File: config.mk
export PLATFORM = sky130hd
export DESIGN_NAME = wmrs_ctrl
export DESIGN_NICKNAME = d
export VERILOG_FILES = /design/src/rtl/core/wmrs_pkg.sv /design/src/rtl/core/wmrs_ctrl.sv
export SDC_FILE = /design/constraint.sdc
export NUM_CORES = 1
export LEC_CHECK = 0
export BUFFER_PORTS_ARGS = -buffer_cell sky130_fd_sc_hd__clkbuf_2
export CAP_MARGIN = 15
export CORE_UTILIZATION = 59
export CTS_CLUSTER_DIAMETER = 50
export DETAILED_ROUTE_END_ITERATION = 6
export PLACE_DENSITY = 0.94
export SETUP_SLACK_MARGIN = 0.3
export SYNTH_ARGS = -nofsm -noshare
export SYNTH_HDL_FRONTEND = slang
export SYNTH_SLANG_ARGS = --single-unit
File: constraint.sdc
create_clock -name clock -period 3.2 [get_ports clock]
set_clock_uncertainty 0.15 [all_clocks]
set_input_delay 0.64 -clock clock [delete_from_list [all_inputs] [get_ports clock]]
set_output_delay 0.64 -clock clock [all_outputs]
set_load 0.05 [all_outputs]
File: src/rtl/core/wmrs_pkg.sv
// Shared types, codes and helpers of the wavelet matrix rank/select block.
package wmrs_pkg;

   localparam int SYM_W = 16;
   localparam int LVL_W = 5;
   localparam int NUM_LEVELS = 16;

   localparam logic [2:0] CMD_LOAD   = 3'd0;
   localparam logic [2:0] CMD_BUILD  = 3'd1;
   localparam logic [2:0] CMD_ACCESS = 3'd2;
   localparam logic [2:0] CMD_RANK   = 3'd3;
   localparam logic [2:0] CMD_SELECT = 3'd4;

   localparam logic [2:0] ST_OK        = 3'd0;
   localparam logic [2:0] ST_RANGE     = 3'd1;
   localparam logic [2:0] ST_NO_OCC    = 3'd2;
   localparam logic [2:0] ST_NOT_BUILT = 3'd3;
   localparam logic [2:0] ST_FULL      = 3'd4;

   typedef enum logic [4:0] {
      S_IDLE, S_DECODE, S_LOAD, S_BUILD,
      S_CP_CHK, S_CP_RD, S_CP_WR, S_LVL_CHK,
      S_P1_CHK, S_P1_RD, S_P1_WR, S_P2_CHK, S_P2_RD, S_P2_WR,
      S_SC_CHK, S_SC_RD, S_SC_WR,
      S_NR_CHK, S_NR_RD, S_NR_USE, S_NR_UPD, S_NR_POST,
      S_SEL_CHK, S_FD_CHK, S_FD_RD, S_FD_USE, S_DONE
   } state_type;

   typedef enum logic [4:0] {
      OP_NONE, OP_ACCEPT, OP_DECODE, OP_LOAD, OP_BUILD,
      OP_CP_CHK, OP_CP_WR, OP_LVL_CHK,
      OP_P1_CHK, OP_P1_WR, OP_P2_CHK, OP_P2_WR,
      OP_SC_CHK, OP_SC_WR,
      OP_NR_USE, OP_NR_UPD, OP_NR_POST,
      OP_SEL_CHK, OP_FD_CHK, OP_FD_USE, OP_EMIT
   } dp_op_type;

   typedef enum logic [1:0] {
      RT_DONE, RT_LOAD, RT_BUILD, RT_NARROW
   } route_type;

   typedef struct packed {
      route_type route;
      logic      is_select;
      logic      k_at_n;
      logic      scan_end;
      logic      lvl_at_lc;
      logic      lvl_zero;
      logic      sel_bad;
      logic      found;
      logic      out_free;
   } dp_stat_type;

   function automatic logic [LVL_W-1:0] bit_len(input logic [SYM_W-1:0] v);
      logic [LVL_W-1:0] n;
      n = '0;
      for (int i = 0; i < SYM_W; i++) begin
         if (v[i]) n = LVL_W'(i + 1);
      end
      return n;
   endfunction

endpackage

File: src/rtl/core/wmrs_ctrl.sv
// Sequencer of the wavelet matrix block: steps build passes, level scans and searches.
module wmrs_ctrl (
   input  logic                 clock,
   input  logic                 reset,
   input  logic                 req_tvalid,
   output logic                 req_tready,
   input  wmrs_pkg::dp_stat_type stat,
   output wmrs_pkg::dp_op_type  op
);
   import wmrs_pkg::*;

   state_type state_ff, state_in;

   always_ff @(posedge clock) begin
      if (reset) state_ff <= S_IDLE;
      else       state_ff <= state_in;
   end

   always_comb begin
      state_in = state_ff;
      unique case (state_ff)
         S_IDLE:    if (req_tvalid) state_in = S_DECODE;
         S_DECODE: begin
            unique case (stat.route)
               RT_LOAD:   state_in = S_LOAD;
               RT_BUILD:  state_in = S_BUILD;
               RT_NARROW: state_in = S_NR_CHK;
               default:   state_in = S_DONE;
            endcase
         end
         S_LOAD:    state_in = S_DONE;
         S_BUILD:   state_in = S_CP_CHK;
         S_CP_CHK:  state_in = stat.k_at_n ? S_LVL_CHK : S_CP_RD;
         S_CP_RD:   state_in = S_CP_WR;
         S_CP_WR:   state_in = S_CP_CHK;
         S_LVL_CHK: state_in = stat.lvl_at_lc ? S_DONE : S_P1_CHK;
         S_P1_CHK:  state_in = stat.k_at_n ? S_P2_CHK : S_P1_RD;
         S_P1_RD:   state_in = S_P1_WR;
         S_P1_WR:   state_in = S_P1_CHK;
         S_P2_CHK:  state_in = stat.k_at_n ? S_SC_CHK : S_P2_RD;
         S_P2_RD:   state_in = S_P2_WR;
         S_P2_WR:   state_in = S_P2_CHK;
         S_SC_CHK:  state_in = stat.k_at_n ? S_LVL_CHK : S_SC_RD;
         S_SC_RD:   state_in = S_SC_WR;
         S_SC_WR:   state_in = S_SC_CHK;
         S_NR_CHK:  state_in = stat.lvl_at_lc ? S_NR_POST : S_NR_RD;
         S_NR_RD:   state_in = S_NR_USE;
         S_NR_USE:  state_in = stat.scan_end ? S_NR_UPD : S_NR_RD;
         S_NR_UPD:  state_in = S_NR_CHK;
         S_NR_POST: state_in = stat.is_select ? S_SEL_CHK : S_DONE;
         S_SEL_CHK: state_in = stat.sel_bad ? S_DONE : S_FD_CHK;
         S_FD_CHK:  state_in = stat.lvl_zero ? S_DONE : S_FD_RD;
         S_FD_RD:   state_in = S_FD_USE;
         S_FD_USE:  state_in = stat.found ? S_FD_CHK : S_FD_RD;
         S_DONE:    if (stat.out_free) state_in = S_IDLE;
         default:   state_in = S_IDLE;
      endcase
   end

   always_comb begin
      op         = OP_NONE;
      req_tready = 1'b0;
      unique case (state_ff)
         S_IDLE: begin
            req_tready = 1'b1;
            if (req_tvalid) op = OP_ACCEPT;
         end
         S_DECODE:  op = OP_DECODE;
         S_LOAD:    op = OP_LOAD;
         S_BUILD:   op = OP_BUILD;
         S_CP_CHK:  op = OP_CP_CHK;
         S_CP_WR:   op = OP_CP_WR;
         S_LVL_CHK: op = OP_LVL_CHK;
         S_P1_CHK:  op = OP_P1_CHK;
         S_P1_WR:   op = OP_P1_WR;
         S_P2_CHK:  op = OP_P2_CHK;
         S_P2_WR:   op = OP_P2_WR;
         S_SC_CHK:  op = OP_SC_CHK;
         S_SC_WR:   op = OP_SC_WR;
         S_NR_USE:  op = OP_NR_USE;
         S_NR_UPD:  op = OP_NR_UPD;
         S_NR_POST: op = OP_NR_POST;
         S_SEL_CHK: op = OP_SEL_CHK;
         S_FD_CHK:  op = OP_FD_CHK;
         S_FD_USE:  op = OP_FD_USE;
         S_DONE:    if (stat.out_free) op = OP_EMIT;
         default:   op = OP_NONE;
      endcase
   end

endmodule

After elaboration in Yosys (flattened, before gate mapping)

Index checks and enable logic that the tools add are counted.

Bits in registers: 5
Bits of input ports: 13
Output and inout bits: 6
Word-level logic and storage cells: 54

Equality and inequality tests: 31
Muxes and demuxes: 19
Reduce and logical (&&, ||, !) cells: 3

Operators with widths:

| operator                                                              | number |
|---|---|
| 5-bit one-hot mux with 26 select lines                                | 1 |
| 5-bit one-hot mux with 20 select lines                                | 1 |
| 5-bit equality test, second input constant                            | 11 |
| 5-bit by 4-bit equality test with 1-bit output, second input constant | 8 |
| 5-bit by 3-bit equality test with 1-bit output, second input constant | 4 |
| 5-bit 2-to-1 mux                                                      | 4 |
| 4-bit 2-to-1 mux                                                      | 4 |
| 5-bit one-hot mux with 3 select lines                                 | 1 |
| 5-bit by 2-bit equality test with 1-bit output, second input constant | 2 |
| 2-bit 2-to-1 mux                                                      | 4 |
| 3-bit 2-to-1 mux                                                      | 2 |
| 5-bit by 1-bit equality test with 1-bit output, second input constant | 1 |
| 5-bit zero test                                                       | 1 |
| 2-bit equality test, second input constant                            | 2 |
| 2-bit inequality test, second input constant                          | 2 |
| 2-bit by 1-bit equality test with 1-bit output, second input constant | 1 |
| 1-bit 2-to-1 mux                                                      | 2 |
| 2-bit AND reduction                                                   | 1 |
| 2-bit OR reduction                                                    | 1 |

Depth between registers and ports, before layout

Gate-level depths: netlist (run 1).

Word-level depth: 3
Gate-level depth with buffers: 6
Mapped depth without buffers: 6

Least setup slack after synthesis (run 1)

Ideal clock, no wire load.

Kind: flip-flop to output port
From: register state_ff[2]
To: output port req_tready
Data arrival time: 2.195 ns
Data required time: 2.410 ns
Slack: 0.215 ns
Stages on the path, launching flop included: 4
Path buffers: 1
Path through: dfxtp_1 > or2_1 > clkbuf_1 > nor4_1

Longest elaborated chain between the ends: 2

Ends and longest elaborated chain:

| what                   | RTL line        | RTL |
|---|---|---|
| from (decl)            | wmrs_ctrl.sv:12 | `state_type state_ff, state_in;` |
| from (signal assigned) | wmrs_ctrl.sv:16 | `else state_ff <= state_in;` |
| 5-bit zero test        | wmrs_ctrl.sv:63 | `unique case (state_ff)` |
| 1-bit 2-to-1 mux       | wmrs_ctrl.sv:63 |  |
| to (decl)              | wmrs_ctrl.sv:6  | `output logic req_tready,` |

No other way between the ends.

Worst setup path in the final report (run 1)

From: register state_ff[0]
To: output port op[1]

Longest elaborated chain between the ends: 2
Elaborated cells on any way between the ends: 21
Those cells by class: eq/ne: 19; mux: 1; reduce/logical: 1

Ends and longest elaborated chain:

| what                                        | RTL line        | RTL |
|---|---|---|
| 5-bit equality test (tied with other cells) | wmrs_ctrl.sv:63 |  |
| 5-bit one-hot mux with 20 select lines *    | wmrs_ctrl.sv:63 |  |
| to (decl)                                   | wmrs_ctrl.sv:8  | `output wmrs_pkg::dp_op_type op` |

Mark *: on every way between the ends. The rest lies on a longest branch, timed or not.

==> results of run 1 <==
==> timing repair <==
item | CTS | global route
resized for setup | 1 | 1
setup endpoints to repair | 1 | 1
cloned | 0 | 0
==> metal layers <==
layer / up-vias / global-route usage (%)
li1: 598 / -
met1: 560 / 40.58
met2: 72 / 45.22
met3: 10 / 5.600
met4: 0 / 9.091
met5: - / 0
==> final cells by class <==
type	instances	share of cell area, %
multi-input cells	126	73.56
inverters	6	1.919
clock buffers	4	2.239
repair buffers	23	10.87
well taps	25	2.665
flip-flops and latches	5	8.742
==> power by group through the flow <==
stage	sequential, mW	combinational (mW)	clock, mW
after floorplan	0.114	0.927	0
after global placement	0.215	0.951	0
final	0.227	0.997	0.0733
after CTS	0.221	0.983	0.0749
after global routing	0.243	1.07	0.0808
after detailed placement	0.220	0.981	0
==> critical path: cells and delay by family (launching register included) <==
family	cells	cell delay, ns
flip-flops	1	0.70
AO/OA/AOI/OAI	3	0.34
buffers and inverters	1	0.28
AND/OR/NAND/NOR	1	0.44
==> synth_stat cells, types with 2 or more instances <==
cell type  number  area share [%]
o21ai_0        13             6.0
nor2_1         12             4.1
buf_2          11             5.1
a21oi_1        10             4.6
nand2_1         7             2.4
nand2b_1        7             4.0
a31oi_1         6             3.5
inv_1           6             2.1
dfxtp_1         5             9.2
nand3b_1        5             3.5
nor2b_1         5             2.9
ha_1            4             4.6
o21bai_1        4             2.8
o22ai_1         4             2.3
or3b_1          4             3.2
a21o_1          3             2.1
a22oi_1         3             2.1
a32oi_1         3             2.4
buf_6           3             3.1
clkbuf_1        3             1.0
nand3_1         3             1.4
o2bb2ai_1       3             2.4
nor4_1          2             1.2
o21ai_1         2            0.92
==> final timing paths <==
check | slack [ns] | depth (start not counted) | to
setup / recovery | 0.41 | 5 | op[1]
hold / removal | 0.49 | 2 | state_ff[2]
setup reg to reg | 1.17 | 5 | state_ff[1]
hold reg to reg | 0.60 | 2 | state_ff[4]
==> logic make-up after synthesis <==
logic type,share of synthesized area [%]
buffers and inverters,11.97
AO/OA/AOI/OAI,39.70
multiplexers,2.992
flip-flops,9.206
XOR/XNOR,0.8057
adder cells (fa/ha/maj),4.603
AND/OR/NAND/NOR,30.73
==> metrics by stage <==
stage / hold slack [ns] / util (%)
global route: 0.5009 / 67.97
global placement: 0.5775 / 66.30
finish: 0.4939 / 67.97
detailed placement: 0.5871 / 66.30
CTS: 0.4878 / 67.90
floorplan: 0.5591 / -
==> metrics.md, run 1 <==
| Metric | Value |
|---|---|
| TritonCTS clock tree | done |
| # hold bufs at CTS | 0 |
| Slew Limit Fails | 0 |
| Routability cong. | 0.9014 |
| Final Instance Count excl. Fillers | 189 |
| Lkg Pwr | 0.4655 nW |
| DR iter-0 viols | 54 |
| CP endpoint kind | output port |
| DR WL/cell | 14.94 um |
| Largest net degree at the start of global routing | 29 |
| Req. time, crit path | 2.41 ns |
| Final #Nets | 182 |
| Clk network pwr share | 5.6% |
| Die Span Y | 44.93 um |
| Primary FF master, synth | dfxtp_1 |
| Top Registers | state_ff x5 |
| Worst-Skew Late Latency | 0.24 ns |
| Port bufs | 18 |
| Worst Tran Pin Value | 0.6048 ns |
| # setup viols final | 0 |
| Top sig layer | met4 |
| P&R area growth vs syn | 7.941% |
| Final worst setup slack | 0.4116 ns |
| Met2 wire length | 1.325 mm |
| Layout cell share with drive strength beyond 1 | 21.34% |
| Drt total wl | 2.823 mm |
| Inserted Clock Buffers | 3 |
| Worst Hold Class | input port to register |
| Pint | 0.5167 mW |
| Worst slack at placement | 0.4985 ns |
| Crit-path max FO | 20 |
| CTS max path bufs | 2 |
| Sequential fraction of the synthesis area | 9.206% |
| Multi-input logic area | 863.3 um^2 |
| Inserted Diodes | 0 |
| Register bit count reported by yosys | 5 |
| Placed cells | 185 |
| Max Fclk | 358.6 MHz |
| Sequential cell area | 102.6 um^2 |
| Hold_sp | reset |
| Initial core utilization | 62.97% |
| Post-synth EDFFs | 0 |
| Max FFs per register | 5 |
| Worst Setup SP | state_ff[0] |
| Mapped Nets | 172 |
| Met3 WL | 221 um |
| Post-layout min period | 2.788 ns |
| RSZ-0062 raised after global routing | false |
| Pwr/cell area | 1106 nW/um^2 |
| Arrival @ worst endpoint | 2.00 ns |
| Design area | 1174 um^2 |
| Sequential Power Share | 17.5% |
| Setup bufs post-CTS | 0 |
| GRT Total Usage | 29.20% |
| Post-Route Setup TNS | 0 ns |
| Antenna-violating nets left | 0 |
| Avg Cell Area, Syn | 7.015 um^2 |
| Combinational Power Share | 76.8% |
| CP Class | register to output port |
| Post-synth ARST share | 0% |
| CP Launch Type | register |
| DR vias/cell | 6.561 |
| Synth warn | 0 |
| Critical-path top delay cell | dfxtp_1 |
| DP Wirelength | 2.026 mm |
| Switching power | 0.7815 mW |
| Tcrit/Tclk final | 87.14% |
| Vias in the first global route | 1,032 |
| Routed via count | 1,240 |
| Most frequent cells in the layout | clkbuf_2, o21ai_0, nor2_1 |
| R2R Path Start | state_ff[1] |
| Die X | 44.93 um |
| DRC | 0 |
| Clock sink count | 5 |
| Crit path largest cell delay | 0.70 ns |
| Netlist cell types | 51 |
| First-pass GRT wire length | 4.457 mm |
| Max Cap Viol | 0 |
| Cells after Synth | 155 |
| Overflow after GRT | 0 |
| Num rows | 15 |
| Core ar. | 1727 um^2 |
| Io pins | 19 |
| Switching share of power | 60.19% |
| Tot Pwr | 1.298 mW |
| Placed Area | 1145 um^2 |
| Commonest non-fill, non-tap cell in the layout | clkbuf_2 |
| Mapped Area | 1087 um^2 |
| DRT Pass-1 Iters | 4 |
| Antenna violations before repair | 0 |
| Biggest register | state_ff |
| CTS root buf | clkbuf_4 |
| Clock Pin Slew Worst Setup and Hold Paths | 0.04 ns |
| Worst path cell trace | or3b_1 -> a21oi_1 -> a31oi_1 -> o21ai_1 -> clkbuf_2 |
| H-tree levels | 1 |
| Slew HR | 59.63% |
| Result of the run | finished clean |
| Die ar. | 2019 um^2 |
| Worst vdd ir | 668.7 uV |
| Fin. Hold Viols | 0 |
| Fill count | 162 |
| Wl on met1 | 1.202 mm |
No activity file was read; power rests on OpenSTA's default activity.
==> inputs of run 2 (changes only) <==
CORE_UTILIZATION = 60   (was 59)
PLACE_DENSITY = 0.95   (was 0.94)
==> run 2 against run 1 <==
Net effect: worst hold slack better by 0.010 ns; sequential power shrank 12%; cell area increased by 0.85%; worst setup slack better by 0.016 ns; power increased by 2.0%; die area shrank 1.6%; routed wire length is 4.2% higher; critical path type unchanged; first-iteration DRC count grew 20%; critical path depth increased by 1; count of clock-buffer cells in the layout unchanged; register-to-register slack got worse by 0.06 ns.
==> metrics.md, run 2 (synthesis results as in run 1) <==
| Metric | Value |
|---|---|
| Arrival @ worst endpoint | 1.98 ns (was 2.00 ns) |
| Max Fclk | 360.7 MHz (was 358.6 MHz) |
| DRT Pass-1 Iters | 4 (unchanged) |
| Largest net degree at the start of global routing | 32 (was 29) |
| CTS max path bufs | 2 (unchanged) |
| Num rows | 15 (unchanged) |
| Worst slack at placement | 0.5796 ns (was 0.4985 ns) |
| P&R area growth vs syn | 8.861% (was 7.941%) |
| Top sig layer | met4 (unchanged) |
| CP Launch Type | register (unchanged) |
| CTS root buf | clkbuf_4 (unchanged) |
| R2r worst-path depth | 5 (unchanged) |
| Worst Tran Pin Value | 0.4698 ns (was 0.6048 ns) |
| Fin. Hold Viols | 0 (unchanged) |
| Result of the run | finished clean (unchanged) |
| Lkg Pwr | 0.4710 nW (was 0.4655 nW) |
| Overflow after GRT | 0 (unchanged) |
| Antenna violations before repair | 0 (unchanged) |
| Tot Pwr | 1.324 mW (was 1.298 mW) |
| Placed cells | 186 (was 185) |
| Setup slack, reg-to-reg | 1.11 ns (was 1.17 ns) |
| Drt total wl | 2.942 mm (was 2.823 mm) |
| Final Core Density | 69.30% (was 67.97%) |
| Antenna-violating nets left | 0 (unchanged) |
| Top Registers | state_ff x5 (unchanged) |
| Post-layout min period | 2.772 ns (was 2.788 ns) |
| Commonest non-fill, non-tap cell in the layout | clkbuf_2 (unchanged) |
| Worst Hold End | state_ff[1] (was state_ff[2]) |
| Req. time, crit path | 2.41 ns (about the same) |
| Die ar. | 1986 um^2 (was 2019 um^2) |
| CP endpoint kind | output port (unchanged) |
| # setup viols final | 0 (unchanged) |
| Final #Nets | 183 (was 182) |
| Worst vdd ir | 763.9 uV (was 668.7 uV) |
| Wl on met1 | 1.252 mm (was 1.202 mm) |
| Met2 wire length | 1.394 mm (was 1.325 mm) |
| Post-Route Setup TNS | 0 ns (unchanged) |
| H-tree levels | 1 (unchanged) |
| Critical R2R Capture | state_ff[0] (was state_ff[1]) |
| Core ar. | 1708 um^2 (was 1727 um^2) |
| Final worst setup slack | 0.4279 ns (was 0.4116 ns) |
| Slew HR | 68.64% (was 59.63%) |
| Vias in the first global route | 1,070 (was 1,032) |
| Die Span Y | 44.57 um (was 44.93 um) |
| Worst-Skew Late Latency | 0.24 ns (about the same) |
| Worst Hold Class | input port to register (unchanged) |
| Hold Crit Depth | 2 (unchanged) |
| Io pins | 19 (unchanged) |
| Clock Pin Slew Worst Setup and Hold Paths | 0.05 ns (was 0.04 ns) |
| Layout cell share with drive strength beyond 1 | 21.82% (was 21.34%) |
| Pwr/cell area | 1118 nW/um^2 (was 1106 nW/um^2) |
| Final Instance Count excl. Fillers | 190 (was 189) |
| RSZ-0062 raised after global routing | false (unchanged) |
| Inserted Clock Buffers | 3 (unchanged) |
| Die X | 44.57 um (was 44.93 um) |
| DR vias/cell | 6.632 (was 6.561) |
| R2R Path Start | state_ff[2] (was state_ff[1]) |
| Slew Limit Fails | 0 (unchanged) |
| Port bufs | 18 (unchanged) |
| DP Wirelength | 2.066 mm (was 2.026 mm) |
| Hold_sp | reset (unchanged) |
| Max FFs per register | 5 (unchanged) |
| Sequential cell area | 102.6 um^2 (unchanged) |
| DRC | 0 (unchanged) |
| Fill count | 134 (was 162) |
| Initial core utilization | 63.66% (was 62.97%) |
| CP Class | register to output port (unchanged) |
| Routability cong. | 0.9407 (was 0.9014) |
| Routed via count | 1,260 (was 1,240) |
| DR iter-0 viols | 65 (was 54) |
| DR WL/cell | 15.48 um (was 14.94 um) |
| Most frequent cells in the layout | clkbuf_2, o21ai_0, nor2_1 (unchanged) |
| Met3 WL | 194 um (was 221 um) |
| Setup bufs post-CTS | 0 (unchanged) |
| Biggest register | state_ff (unchanged) |
| Multi-input logic area | 863.3 um^2 (unchanged) |
| Tcrit/Tclk final | 86.63% (was 87.14%) |
| TritonCTS clock tree | done (unchanged) |
| GRT Total Usage | 32.05% (was 29.20%) |
| First-pass GRT wire length | 4.802 mm (was 4.457 mm) |
| Inserted Diodes | 0 (unchanged) |
| Max Cap Viol | 0 (unchanged) |
| Crit-path max FO | 15 (was 20) |
| Clock sink count | 5 (unchanged) |
## run 2: what timing repair did
item,in CTS,in global routing
resized for setup,0,4
endpoints found under the setup margin,0,2
hold buffers,0,0
## run 2: worst max path at each step
stage                startpoint  endpoint  slack, ns  depth (start not counted)
floorplan           state_ff[0]     op[0]       0.37                          6
global placement    state_ff[0]     op[1]       0.68                          5
detailed placement  state_ff[0]     op[1]       0.58                          5
CTS                 state_ff[0]     op[1]       0.34                          5
global route        state_ff[2]     op[1]       0.31                          6
finish              state_ff[2]     op[1]       0.43                          6
## run 2: area by class of cell
type / instances / share of cell area [%]
Clock buffer: 4 / 2.220
Inverter: 6 / 1.903
Multi-Input combinational cell: 126 / 72.94
Sequential cell: 5 / 8.668
Tap cell: 25 / 2.643
Timing Repair Buffer: 24 / 11.63
## run 2: metal layers
| layer | global-route usage [%] | up-vias |
|---|---|---|
| met4 | 14.55 | 0 |
| met2 | 51.18 | 69 |
| met1 | 42.68 | 581 |
| met5 | 0 | - |
| met3 | 4.082 | 14 |
| li1 | - | 596 |
## run 2: power breakdown
| part | leakage, nW | total, mW | internal (mW) | switching, mW |
|---|---|---|---|---|
| clock | 0.0150 | 0.0745 | 0.0472 | 0.0272 |
| sequential | 0.0420 | 0.199 | 0.0938 | 0.106 |
| combinational | 0.414 | 1.05 | 0.389 | 0.661 |
| total | 0.471 | 1.32 | 0.530 | 0.794 |
## run 2: metrics by stage
step / hold WS, ns / area [um^2]
after global placement: 0.4721 / 1152
after global routing: 0.4998 / 1184
final: 0.5041 / 1184
after CTS: 0.5017 / 1179
after detailed placement: 0.4952 / 1152
after floorplan: 0.5591 / 1094
## run 2: worst max-delay path: stages, from the launching register on
cell and delay (ns):
dfxtp_1 0.45, buf_4 0.25, or3b_1 0.41, a21oi_1 0.16
a31oi_1 0.06, o21ai_1 0.16, clkbuf_4 0.25
